[config.mk]
export PLATFORM = sky130hd
export DESIGN_NAME = trimmed_mean_smoothing_filter
export DESIGN_NICKNAME = d
export VERILOG_FILES = /design/src/hw/rtl/tmsf_pkg.sv /design/src/hw/rtl/trimmed_mean_smoothing_filter.sv /design/src/hw/rtl/tmsf_burst_accum.sv /design/src/hw/rtl/tmsf_smoother.sv /design/src/hw/rtl/tmsf_out_queue.sv
export SDC_FILE = /design/constraint.sdc
export NUM_CORES = 1
export LEC_CHECK = 0
export BUFFER_PORTS_ARGS = -buffer_cell sky130_fd_sc_hd__buf_4
export CELL_PAD_IN_SITES_DETAIL_PLACEMENT = 1
export CELL_PAD_IN_SITES_GLOBAL_PLACEMENT = 2
export CORE_MARGIN = 2
export CORE_UTILIZATION = 40
export CTS_CLUSTER_DIAMETER = 40
export DETAILED_ROUTE_END_ITERATION = 8
export PLACE_DENSITY_LB_ADDON = 0.1
export SKIP_LAST_GASP = 1
export SYNTH_ARGS = -nofsm -noshare
export SYNTH_HDL_FRONTEND = slang
export SYNTH_SLANG_ARGS = --single-unit
[constraint.sdc]
create_clock -name clk -period 5.95 [get_ports clk]
set_input_delay 0.8925 -clock clk [delete_from_list [all_inputs] [get_ports clk]]
set_output_delay 0.8925 -clock clk [all_outputs]
set_load 0.005 [all_outputs]
[src/hw/rtl/tmsf_pkg.sv]
// Shared constants for the trimmed-mean smoothing filter.
package tmsf_pkg;

  localparam int MV_BITS            = 14;
  localparam int MV_FULL_SCALE      = 9900;
  localparam int SMOOTH_PREV_WEIGHT = 7;
  localparam int SMOOTH_NEW_WEIGHT  = 3;
  localparam int SMOOTH_DIV         = 10;

endpackage

[src/hw/rtl/trimmed_mean_smoothing_filter.sv]
// Top level of the trimmed-mean battery filter with exponential smoothing.
//
//   channel  direction  handshake            payload
//   input    in         in_valid/in_stall    sample
//   output   out        out_valid/out_stall  filtered_raw, voltage_mv
//
// One sample accepted per cycle while in_stall is low; a request is offered once
// the last sample of its burst has passed the input reg, scale multiply, accumulate,
// weight, divide-by-ten multiply, millivolt multiply and output reg.
// Reset clears the burst accumulators and the smoothed level; no sweep.
// in_stall is high while the skid slot is full, which happens when a request arrives
// while the output is stalled; the pipeline then holds until the output is taken.
module trimmed_mean_smoothing_filter import tmsf_pkg::*; #(
  parameter int SAMPLES_PER_BURST = 9,
  parameter int ADC_BITS          = 12
) (
  input  logic                clk,
  input  logic                rst,
  input  logic                in_valid,
  output logic                in_stall,
  input  logic [ADC_BITS-1:0] sample,
  output logic                out_valid,
  input  logic                out_stall,
  output logic [ADC_BITS-1:0] filtered_raw,
  output logic [MV_BITS-1:0]  voltage_mv
);

  logic                en;
  logic                s0_valid;
  logic [ADC_BITS-1:0] s0_sample;
  logic                mean_valid;
  logic [ADC_BITS-1:0] mean;
  logic                res_valid;
  logic [ADC_BITS-1:0] res_raw;
  logic [MV_BITS-1:0]  res_mv;

  assign in_stall = !en;

  always_ff @(posedge clk) begin
    if (rst) begin
      s0_valid <= 1'b0;
    end else if (en) begin
      s0_valid <= in_valid;
    end
  end

  always_ff @(posedge clk) begin
    if (en) begin
      s0_sample <= sample;
    end
  end

  tmsf_burst_accum #(
    .SAMPLES_PER_BURST(SAMPLES_PER_BURST),
    .ADC_BITS(ADC_BITS)
  ) u_accum (
    .clk(clk),
    .rst(rst),
    .en(en),
    .sample_valid(s0_valid),
    .sample(s0_sample),
    .mean_valid(mean_valid),
    .mean(mean)
  );

  tmsf_smoother #(
    .ADC_BITS(ADC_BITS)
  ) u_smoother (
    .clk(clk),
    .rst(rst),
    .en(en),
    .mean_valid(mean_valid),
    .mean(mean),
    .res_valid(res_valid),
    .res_raw(res_raw),
    .res_mv(res_mv)
  );

  tmsf_out_queue #(
    .ADC_BITS(ADC_BITS)
  ) u_out_queue (
    .clk(clk),
    .rst(rst),
    .res_valid(res_valid),
    .res_raw(res_raw),
    .res_mv(res_mv),
    .en(en),
    .out_valid(out_valid),
    .out_stall(out_stall),
    .filtered_raw(filtered_raw),
    .voltage_mv(voltage_mv)
  );

endmodule

[src/hw/rtl/tmsf_burst_accum.sv]
// Per-sample scaling by reciprocal multiply and burst sum, min and max tracking.
module tmsf_burst_accum #(
  parameter int SAMPLES_PER_BURST = 9,
  parameter int ADC_BITS          = 12
) (
  input  logic                clk,
  input  logic                rst,
  input  logic                en,
  input  logic                sample_valid,
  input  logic [ADC_BITS-1:0] sample,
  output logic                mean_valid,
  output logic [ADC_BITS-1:0] mean
);

  localparam int TrimDiv   = SAMPLES_PER_BURST - 2;
  localparam int DivShift  = ADC_BITS + 4;
  localparam int MultW     = ADC_BITS + 5;
  localparam int ProdW     = ADC_BITS + MultW;
  localparam int SumW      = ADC_BITS + 2;
  localparam int CntW      = $clog2(SAMPLES_PER_BURST);
  localparam longint unsigned DivMult =
    ((64'd1 << DivShift) + 64'(TrimDiv) - 64'd1) / 64'(TrimDiv);
  localparam longint unsigned RawMask = (64'd1 << ADC_BITS) - 64'd1;
  localparam longint unsigned MinReset = RawMask / 64'(TrimDiv);
  localparam logic [CntW-1:0] LastCount = CntW'(SAMPLES_PER_BURST - 1);

  logic [ProdW-1:0]    prod;
  logic                s1_valid;
  logic [ADC_BITS-1:0] s1_scaled;

  logic [CntW-1:0]     burst_count;
  logic [SumW-1:0]     scaled_sum;
  logic [ADC_BITS-1:0] burst_min;
  logic [ADC_BITS-1:0] burst_max;

  logic [SumW-1:0]     scaled_sum_next;
  logic [ADC_BITS-1:0] burst_min_next;
  logic [ADC_BITS-1:0] burst_max_next;
  logic [SumW-1:0]     trimmed;
  logic                last;

  assign prod = ProdW'(sample) * ProdW'(MultW'(DivMult));

  always_ff @(posedge clk) begin
    if (rst) begin
      s1_valid <= 1'b0;
    end else if (en) begin
      s1_valid <= sample_valid;
    end
  end

  always_ff @(posedge clk) begin
    if (en) begin
      s1_scaled <= prod[DivShift +: ADC_BITS];
    end
  end

  always_comb begin
    scaled_sum_next = scaled_sum + SumW'(s1_scaled);
    burst_min_next  = (s1_scaled < burst_min) ? s1_scaled : burst_min;
    burst_max_next  = (s1_scaled > burst_max) ? s1_scaled : burst_max;
    trimmed         = scaled_sum_next - SumW'(burst_min_next) - SumW'(burst_max_next);
    last            = (burst_count == LastCount);
  end

  always_ff @(posedge clk) begin
    if (rst) begin
      burst_count <= '0;
      scaled_sum  <= '0;
      burst_min   <= ADC_BITS'(MinReset);
      burst_max   <= '0;
      mean_valid  <= 1'b0;
    end else if (en) begin
      mean_valid <= s1_valid && last;
      if (s1_valid) begin
        if (last) begin
          burst_count <= '0;
          scaled_sum  <= '0;
          burst_min   <= ADC_BITS'(MinReset);
          burst_max   <= '0;
        end else begin
          burst_count <= burst_count + CntW'(1);
          scaled_sum  <= scaled_sum_next;
          burst_min   <= burst_min_next;
          burst_max   <= burst_max_next;
        end
      end
    end
  end

  always_ff @(posedge clk) begin
    if (en && s1_valid && last) begin
      mean <= trimmed[ADC_BITS-1:0];
    end
  end

endmodule

[src/hw/rtl/tmsf_smoother.sv]
// Exponential smoothing of the burst mean and millivolt conversion.
module tmsf_smoother import tmsf_pkg::*; #(
  parameter int ADC_BITS = 12
) (
  input  logic                clk,
  input  logic                rst,
  input  logic                en,
  input  logic                mean_valid,
  input  logic [ADC_BITS-1:0] mean,
  output logic                res_valid,
  output logic [ADC_BITS-1:0] res_raw,
  output logic [MV_BITS-1:0]  res_mv
);

  localparam int TW        = ADC_BITS + 4;
  localparam int DivShift  = TW + 4;
  localparam int MultW     = ADC_BITS + 5;
  localparam int ProdW     = TW + MultW;
  localparam int MvProdW   = ADC_BITS + MV_BITS;
  localparam longint unsigned DivMult =
    ((64'd1 << DivShift) + 64'(SMOOTH_DIV) - 64'd1) / 64'(SMOOTH_DIV);

  logic                s3_valid;
  logic                s3_load;
  logic [ADC_BITS-1:0] s3_mean;
  logic [TW-1:0]       s3_t;
  logic                s4_valid;
  logic [ADC_BITS-1:0] smoothed_level;
  logic [ADC_BITS-1:0] smoothed_level_next;
  logic [TW-1:0]       weighted;
  logic [ProdW-1:0]    div_prod;
  logic [MvProdW-1:0]  mv_prod;

  assign weighted = TW'(smoothed_level) * TW'(SMOOTH_PREV_WEIGHT)
                  + TW'(mean) * TW'(SMOOTH_NEW_WEIGHT);
  assign div_prod = ProdW'(s3_t) * ProdW'(MultW'(DivMult));
  assign smoothed_level_next = s3_load ? s3_mean : div_prod[DivShift +: ADC_BITS];
  assign mv_prod = MvProdW'(smoothed_level) * MvProdW'(MV_FULL_SCALE);

  always_ff @(posedge clk) begin
    if (rst) begin
      s3_valid       <= 1'b0;
      s4_valid       <= 1'b0;
      res_valid      <= 1'b0;
      smoothed_level <= '0;
    end else if (en) begin
      s3_valid  <= mean_valid;
      s4_valid  <= s3_valid;
      res_valid <= s4_valid;
      if (s3_valid) begin
        smoothed_level <= smoothed_level_next;
      end
    end
  end

  always_ff @(posedge clk) begin
    if (en) begin
      s3_t    <= weighted;
      s3_mean <= mean;
      s3_load <= (smoothed_level == '0);
      res_raw <= smoothed_level;
      res_mv  <= mv_prod[ADC_BITS +: MV_BITS];
    end
  end

endmodule

[src/hw/rtl/tmsf_out_queue.sv]
// Output register with one skid slot; holds the pipeline when the slot is full.
module tmsf_out_queue import tmsf_pkg::*; #(
  parameter int ADC_BITS = 12
) (
  input  logic                clk,
  input  logic                rst,
  input  logic                res_valid,
  input  logic [ADC_BITS-1:0] res_raw,
  input  logic [MV_BITS-1:0]  res_mv,
  output logic                en,
  output logic                out_valid,
  input  logic                out_stall,
  output logic [ADC_BITS-1:0] filtered_raw,
  output logic [MV_BITS-1:0]  voltage_mv
);

  logic                skid_full;
  logic [ADC_BITS-1:0] skid_raw;
  logic [MV_BITS-1:0]  skid_mv;
  logic                push;
  logic                take;

  assign en   = !skid_full;
  assign push = res_valid && en;
  assign take = out_valid && !out_stall;

  always_ff @(posedge clk) begin
    if (rst) begin
      out_valid <= 1'b0;
      skid_full <= 1'b0;
    end else if (skid_full) begin
      if (take) begin
        skid_full <= 1'b0;
      end
    end else if (push) begin
      if (!out_valid || take) begin
        out_valid <= 1'b1;
      end else begin
        skid_full <= 1'b1;
      end
    end else if (take) begin
      out_valid <= 1'b0;
    end
  end

  always_ff @(posedge clk) begin
    if (skid_full) begin
      if (take) begin
        filtered_raw <= skid_raw;
        voltage_mv   <= skid_mv;
      end
    end else if (push) begin
      if (!out_valid || take) begin
        filtered_raw <= res_raw;
        voltage_mv   <= res_mv;
      end else begin
        skid_raw <= res_raw;
        skid_mv  <= res_mv;
      end
    end
  end

  a_skid_needs_out: assert property (@(posedge clk) disable iff (rst)
    skid_full |-> out_valid)
    else $error("skid slot full with no request in the output register");

  a_skid_drains: assert property (@(posedge clk) disable iff (rst)
    (skid_full && !out_stall) |=> !skid_full)
    else $error("skid slot not drained after output taken");

  a_skid_fills: assert property (@(posedge clk) disable iff (rst)
    (res_valid && !skid_full && out_valid && out_stall) |=> skid_full)
    else $error("request pushed while output stalled was not held in skid slot");

endmodule
; ---- Word-level counts from Yosys, hierarchy flattened
; Cells that the tools add are included.
; Widths: inputs -> output; s select.
[op_classes]
n_addsub = 5
multipliers = 5
order_cmp = 2
eq_ne = 3
n_mux = 22
bitwise = 2
n_reduce_logical = 18
[ops]
columns = cell, n
row1 = $mux 12, 9
row2 = $mux 14, 5
row3 = $mul 16x16->31 const B, 1
row4 = $mul 12x14->26 const B, 1
row5 = $mul 12x12->24 const B, 1
row6 = $sub 12x12->12, 2
row7 = $add 15x14->16, 1
row8 = $mul 12x3->15 const B, 1
row9 = $add 14x10->14, 1
row10 = $mul 12x2->14 const B, 1
row11 = $gt 10x12->1, 1
row12 = $logic_not 12->1, 1
row13 = $lt 10x12->1, 1
row14 = $reduce_and 3->1, 3
row15 = $mux 1, 7
row16 = $reduce_bool 2->1, 3
row17 = $logic_and 1x1->1, 5
row18 = $add 4x1->4 const B, 1
row19 = $eq 4x4->1 const B, 1
row20 = $mux 4, 1
row21 = $ne 2x2->1 const B, 2
row22 = $reduce_and 2->1, 2
row23 = $logic_not 1->1, 3
row24 = $not 1->1, 2
row25 = $logic_or 1x1->1, 1
[totals]
register_bits = 203
inputBits = 16
out_inout_bits = 28

; ---- Depth between registers and ports, before layout
[depth]
ltp_word = 6
depth_mapped = 22
ltp_nobuf = 21

; ---- By module
; A second synthesis with hierarchy kept.
[hier_totals]
hier_cells = 1731
hier_area_um2 = 19135.9
[by_module_without_submodules]
columns = module, instances, cells_per_inst, area_per_inst_um2, seq_area_each_um2
row1 = tmsf_smoother, 1, 1016, 10737.8, 1951.9
row2 = tmsf_burst_accum, 1, 605, 5904.4, 1501.4
row3 = tmsf_out_queue, 1, 94, 2095.8, 1601.5
row4 = trimmed_mean_smoothing_filter, 1, 16, 397.9, 380.4

; ---- Least setup slack after synthesis
; OpenSTA, ideal clock, no wires.
[synth_timing]
path_type = register to register
startpoint = register u_smoother.s3_t[6]
endpoint = register u_smoother.smoothed_level[10]
setup_ns = 0.088
t_arrival_ns = 5.696
slack_ns = 0.166
path_stages_with_launch = 20
cell_sequence = edfxtp_1 ha_1 inv_1 fa_1 inv_1 fa_1 fa_1 fa_1 inv_1 fa_1 inv_1 ha_1 and3_4 o211a_1 o32ai_2 o22ai_1 o31a_1 o21ai_2 or4b_1 a311oi_2
[synth_via]
elab_chain_cells = 2
[synth_lines]
columns = item, line
row1 = from (decl), tmsf_smoother.sv:26  ; logic [TW-1:0] s3_t;
row2 = from (signal assigned), tmsf_smoother.sv:58  ; s3_t <= weighted;
row3 = $mul 16x16->31, tmsf_smoother.sv:36  ; assign div_prod = ProdW'(s3_t) * ProdW'(MultW'(DivMult));
row4 = $mux 12, tmsf_smoother.sv:37  ; assign smoothed_level_next = s3_load ? s3_mean : div_prod[DivShift +: ADC_BITS];
row5 = to (signal assigned), tmsf_smoother.sv:51  ; smoothed_level <= smoothed_level_next;
row6 = to (decl), tmsf_smoother.sv:28  ; logic [ADC_BITS-1:0] smoothed_level;
; No other way between the ends.
; A chain may end at the register's enable or synchronous reset.

; ---- Worst setup path after layout
[layout_timing]
startpoint = register u_smoother.s3_t[2]
endpoint = register u_smoother.smoothed_level[10]
; The elaborated chain is that of the path after synthesis.

==> flow_summary.toml <==
[global_route]
antenna_found_initial = 0
grtUsageTotal_pct = 20.03
gr-total-overflow = 0
grt_max_degree = 54
grt_pass1_vias = 14230
grt_pass1_wl_um = 77740

[logic_synthesis]
synth_area_mm2 = 0.01911
yosys-top-cells-area = "ha_1, edfxtp_1, fa_1"
synth_top_family_by_area = "adder cells"
synth-xor-area-share_pct = 3.052
synth_ff_type = "edfxtp_1"
synth_top_area_share_pct = 23.18
syn_inst = 1756
synth-seq-cells = 201
synthAdderAreaFrac_pct = 42.78
syn_avg_cell_area_um2 = 10.88
synthTopCellsByCount = "inv_1, ha_1, fa_1"
synth_area_leader_cell = "ha_1"
synthMostInstantiatedCell = "inv_1"
synth_warnings = 0
ys_seq_area_share_pct = 28.45
synth-compound-area-share_pct = 8.900
syn_nets = 2313
synthArstFlopShare_pct = 0
synthMuxAreaShare_pct = 2.141
synth_edf_count = 141
synth-simple-area-share_pct = 6.470
ys_types = 72

[cts]
clock_latency_ns = 0.56
cts-root-buf = "clkbuf_16"
htree_levels = 2
clock_path_buffers = 3
cts_buffers = 44
cts.clk_slew.worst_paths_ns = 0.06
cts_tree = "done"
cts.sinks = 201

[detailed_routing]
drt-wirelength-per-cell_um = 18.72
vias_per_cell = 5.031
antenna_left = 0
via_count = 12770
drt-initial-drc-count = 463
drtPass1Iterations = 5
routed_wirelength_um = 47520
drc = 0

[critical_path]
crit_path_end_kind = "flop"
cp.arrival_ns = 6.25
crit_top_cell = "fa_1"
crit_fanout = 2
max_stage_delay_ns = 0.58
crit_slowest_cell = "fa_1"
path_class = "reg2reg"
cp.required_ns = 6.41
cp_cell_sequence = "buf_6 > ha_4 > inv_2 > fa_1 > inv_2 > fa_1 > fa_2 > fa_1 > inv_1 > fa_1 > inv_2 > ha_4 > and3_4 > o211a_1 > o32ai_4 > o22ai_2 > o31a_1 > o21ai_2 > or4b_4 > a311oi_2"
crit_buf_inv = 5
crit_family = "adder cells"
start_kind = "flop"

[floorplan]
fp-row-count = 80
boundaryPins = 44
die_height_um = 222.6
initial_core_util_pct = 40.27
dieArea_mm2 = 0.04953
coreArea_mm2 = 0.04745
die_w_um = 222.6

[place]
dpl.hpwl_um = 38380
dpl_cell_area_mm2 = 0.02052
portBuffers = 43
place_congestion = 0.8181

[final_layout]
seqCellArea_mm2 = 0.005436
nets = 2447
drive_above_1_share_pct = 14.14
multiInputGateArea_mm2 = 0.01235
finalInstanceArea_mm2 = 0.02231
antenna_cells = 0
nFillCells = 5125
final_util_pct = 47.03
area_growth_pct = 16.78

[status]
status = "finished clean"

[run]
cap_violations = 0

[sta]
min_period_ns = 5.797
hold_slack_ns = 0.4429
setup_viol = 0
finalHoldViolations = 0
max_slew.worst_pin.slew_ns = 0.8644
fmaxAchievable_mhz = 172.5
finalMaxSlewViolations = 0
tns_ns = 0
rsz0062_at_grt = "yes"
slew-limit-headroom_pct = 42.38
finalCritPeriodShare_pct = 97.43
fin_skew_ns = 0.02093

[power]
powerDensity_mw_per_mm2 = 282.4
power_mw = 6.302
leakagePower_nw = 11.10
peakVddDrop_mv = 0.2338

[min_path]
hold_class = "reg2reg"
[layer usage]
| layer | part of all wire (%) | track usage (%) | wire length, um | vias to the layer above |
|---|---|---|---|---|
| met4 | 2.4 | 5.283 | 1141 | 0 |
| li1 | - | - | - | 6195 |
| met2 | 50 | 35.00 | 23860 | 121 |
| met1 | 44 | 25.74 | 21130 | 6390 |
| met5 | 0 | 0 | 0 | - |
| met3 | 2.9 | 3.213 | 1394 | 68 |
[state kept, by name, summed over array words and instances, names as in the netlist, 10 cells and up]
register and cells:
s0_sample 12, u_accum.burst_max 12, u_accum.burst_min 12, u_accum.mean 12, u_accum.s1_scaled 10, u_accum.scaled_sum 12, u_out_queue.filtered_raw 12, u_out_queue.skid_mv 14
u_out_queue.skid_raw 12, u_out_queue.voltage_mv 14, u_smoother.res_mv 14, u_smoother.res_raw 12, u_smoother.s3_mean 12, u_smoother.s3_t 16, u_smoother.smoothed_level 12
[layout make-up]
| cell class | count | share of cell area (%) |
|---|---|---|
| clock inverter | 33 | 1.452 |
| tap | 615 | 3.449 |
| inverter | 394 | 6.634 |
| clock buffer | 47 | 4.985 |
| multi-input combinational | 1138 | 55.36 |
| timing repair buffer | 111 | 3.751 |
| sequential | 201 | 24.36 |
[final timing paths]
kind	start	to	slack, ns	depth (start not counted)
min	u_smoother.res_mv[10]$_DFFE_PN_	u_out_queue.skid_mv[10]$_DFFE_PP_	0.44	0
max reg2reg	u_smoother.s3_t[2]$_DFFE_PN_	u_smoother.smoothed_level[10]$_SDFFE_PP0P_	0.15	20
max	u_smoother.s3_t[2]$_DFFE_PN_	u_smoother.smoothed_level[10]$_SDFFE_PP0P_	0.15	20
min reg2reg	u_smoother.res_mv[10]$_DFFE_PN_	u_out_queue.skid_mv[10]$_DFFE_PP_	0.44	0
[through the flow]
| stage | setup slack, ns | cells |
|---|---|---|
| 2_1_floorplan | 0.1662 | 1756 |
| 6_report | 0.1526 | 2539 |
| 3_5_place_dp | -0.1352 | 2444 |
| 5_1_grt | -0.02783 | 2539 |
| 3_3_place_gp | -0.01787 | 2444 |
| 4_1_cts | 0.0005018 | 2526 |
[placed cells by master (no fill, tap or decap), drive strengths merged, types with 5 or more instances in the layout]
master / Yosys / layout
a21o: 29 / 29
nand3: 21 / 21
dfxtp: 60 / 60
o31ai: 9 / 9
clkbuf: 21 / 47
fa: 187 / 187
o31a: 5 / 5
o21ai: 38 / 38
inv: 394 / 401
o32ai: 7 / 7
nand3b: 5 / 5
o21a: 8 / 8
nor2: 60 / 60
xnor2: 44 / 44
nor2b: 14 / 14
nand2b: 13 / 13
xor2: 20 / 20
nor3: 24 / 24
a21oi: 71 / 71
ha: 354 / 354
a22o: 10 / 10
a31oi: 10 / 10
edfxtp: 141 / 141
a211oi: 12 / 12
buf: 2 / 111
nand2: 49 / 49
nand4: 8 / 8
and3: 6 / 6
o21bai: 12 / 12
clkinv: 0 / 19
mux2i: 6 / 6
mux2: 31 / 31
and2: 6 / 6
or3: 14 / 14
[power by group]
group / switching (mW) / leakage [nW] / internal [mW]
Clock: 0.847 / 0.707 / 1.54
Sequential: 0.0928 / 1.94 / 1.67
Combinational: 1.17 / 8.45 / 0.984
[cells by family (layout without fill, tap and decap cells)]
logic type	count (synthesis)	count (layout)
adders and majority gates	541	541
other	1	1
and+or+nand+nor	242	242
DFF	201	201
AOI/OAI and AO/OA	252	252
xor gates and xnor gates	65	65
muxes	37	37
buffers and inverters	417	585
[timing repair]
action	CTS	global route
hold buffers	0	0
gates resized for setup	11	22
endpoints found under the setup margin	2	6
buffers inserted	2	13
pin swaps	18	26
No activity file was read; power rests on OpenSTA's default activity.
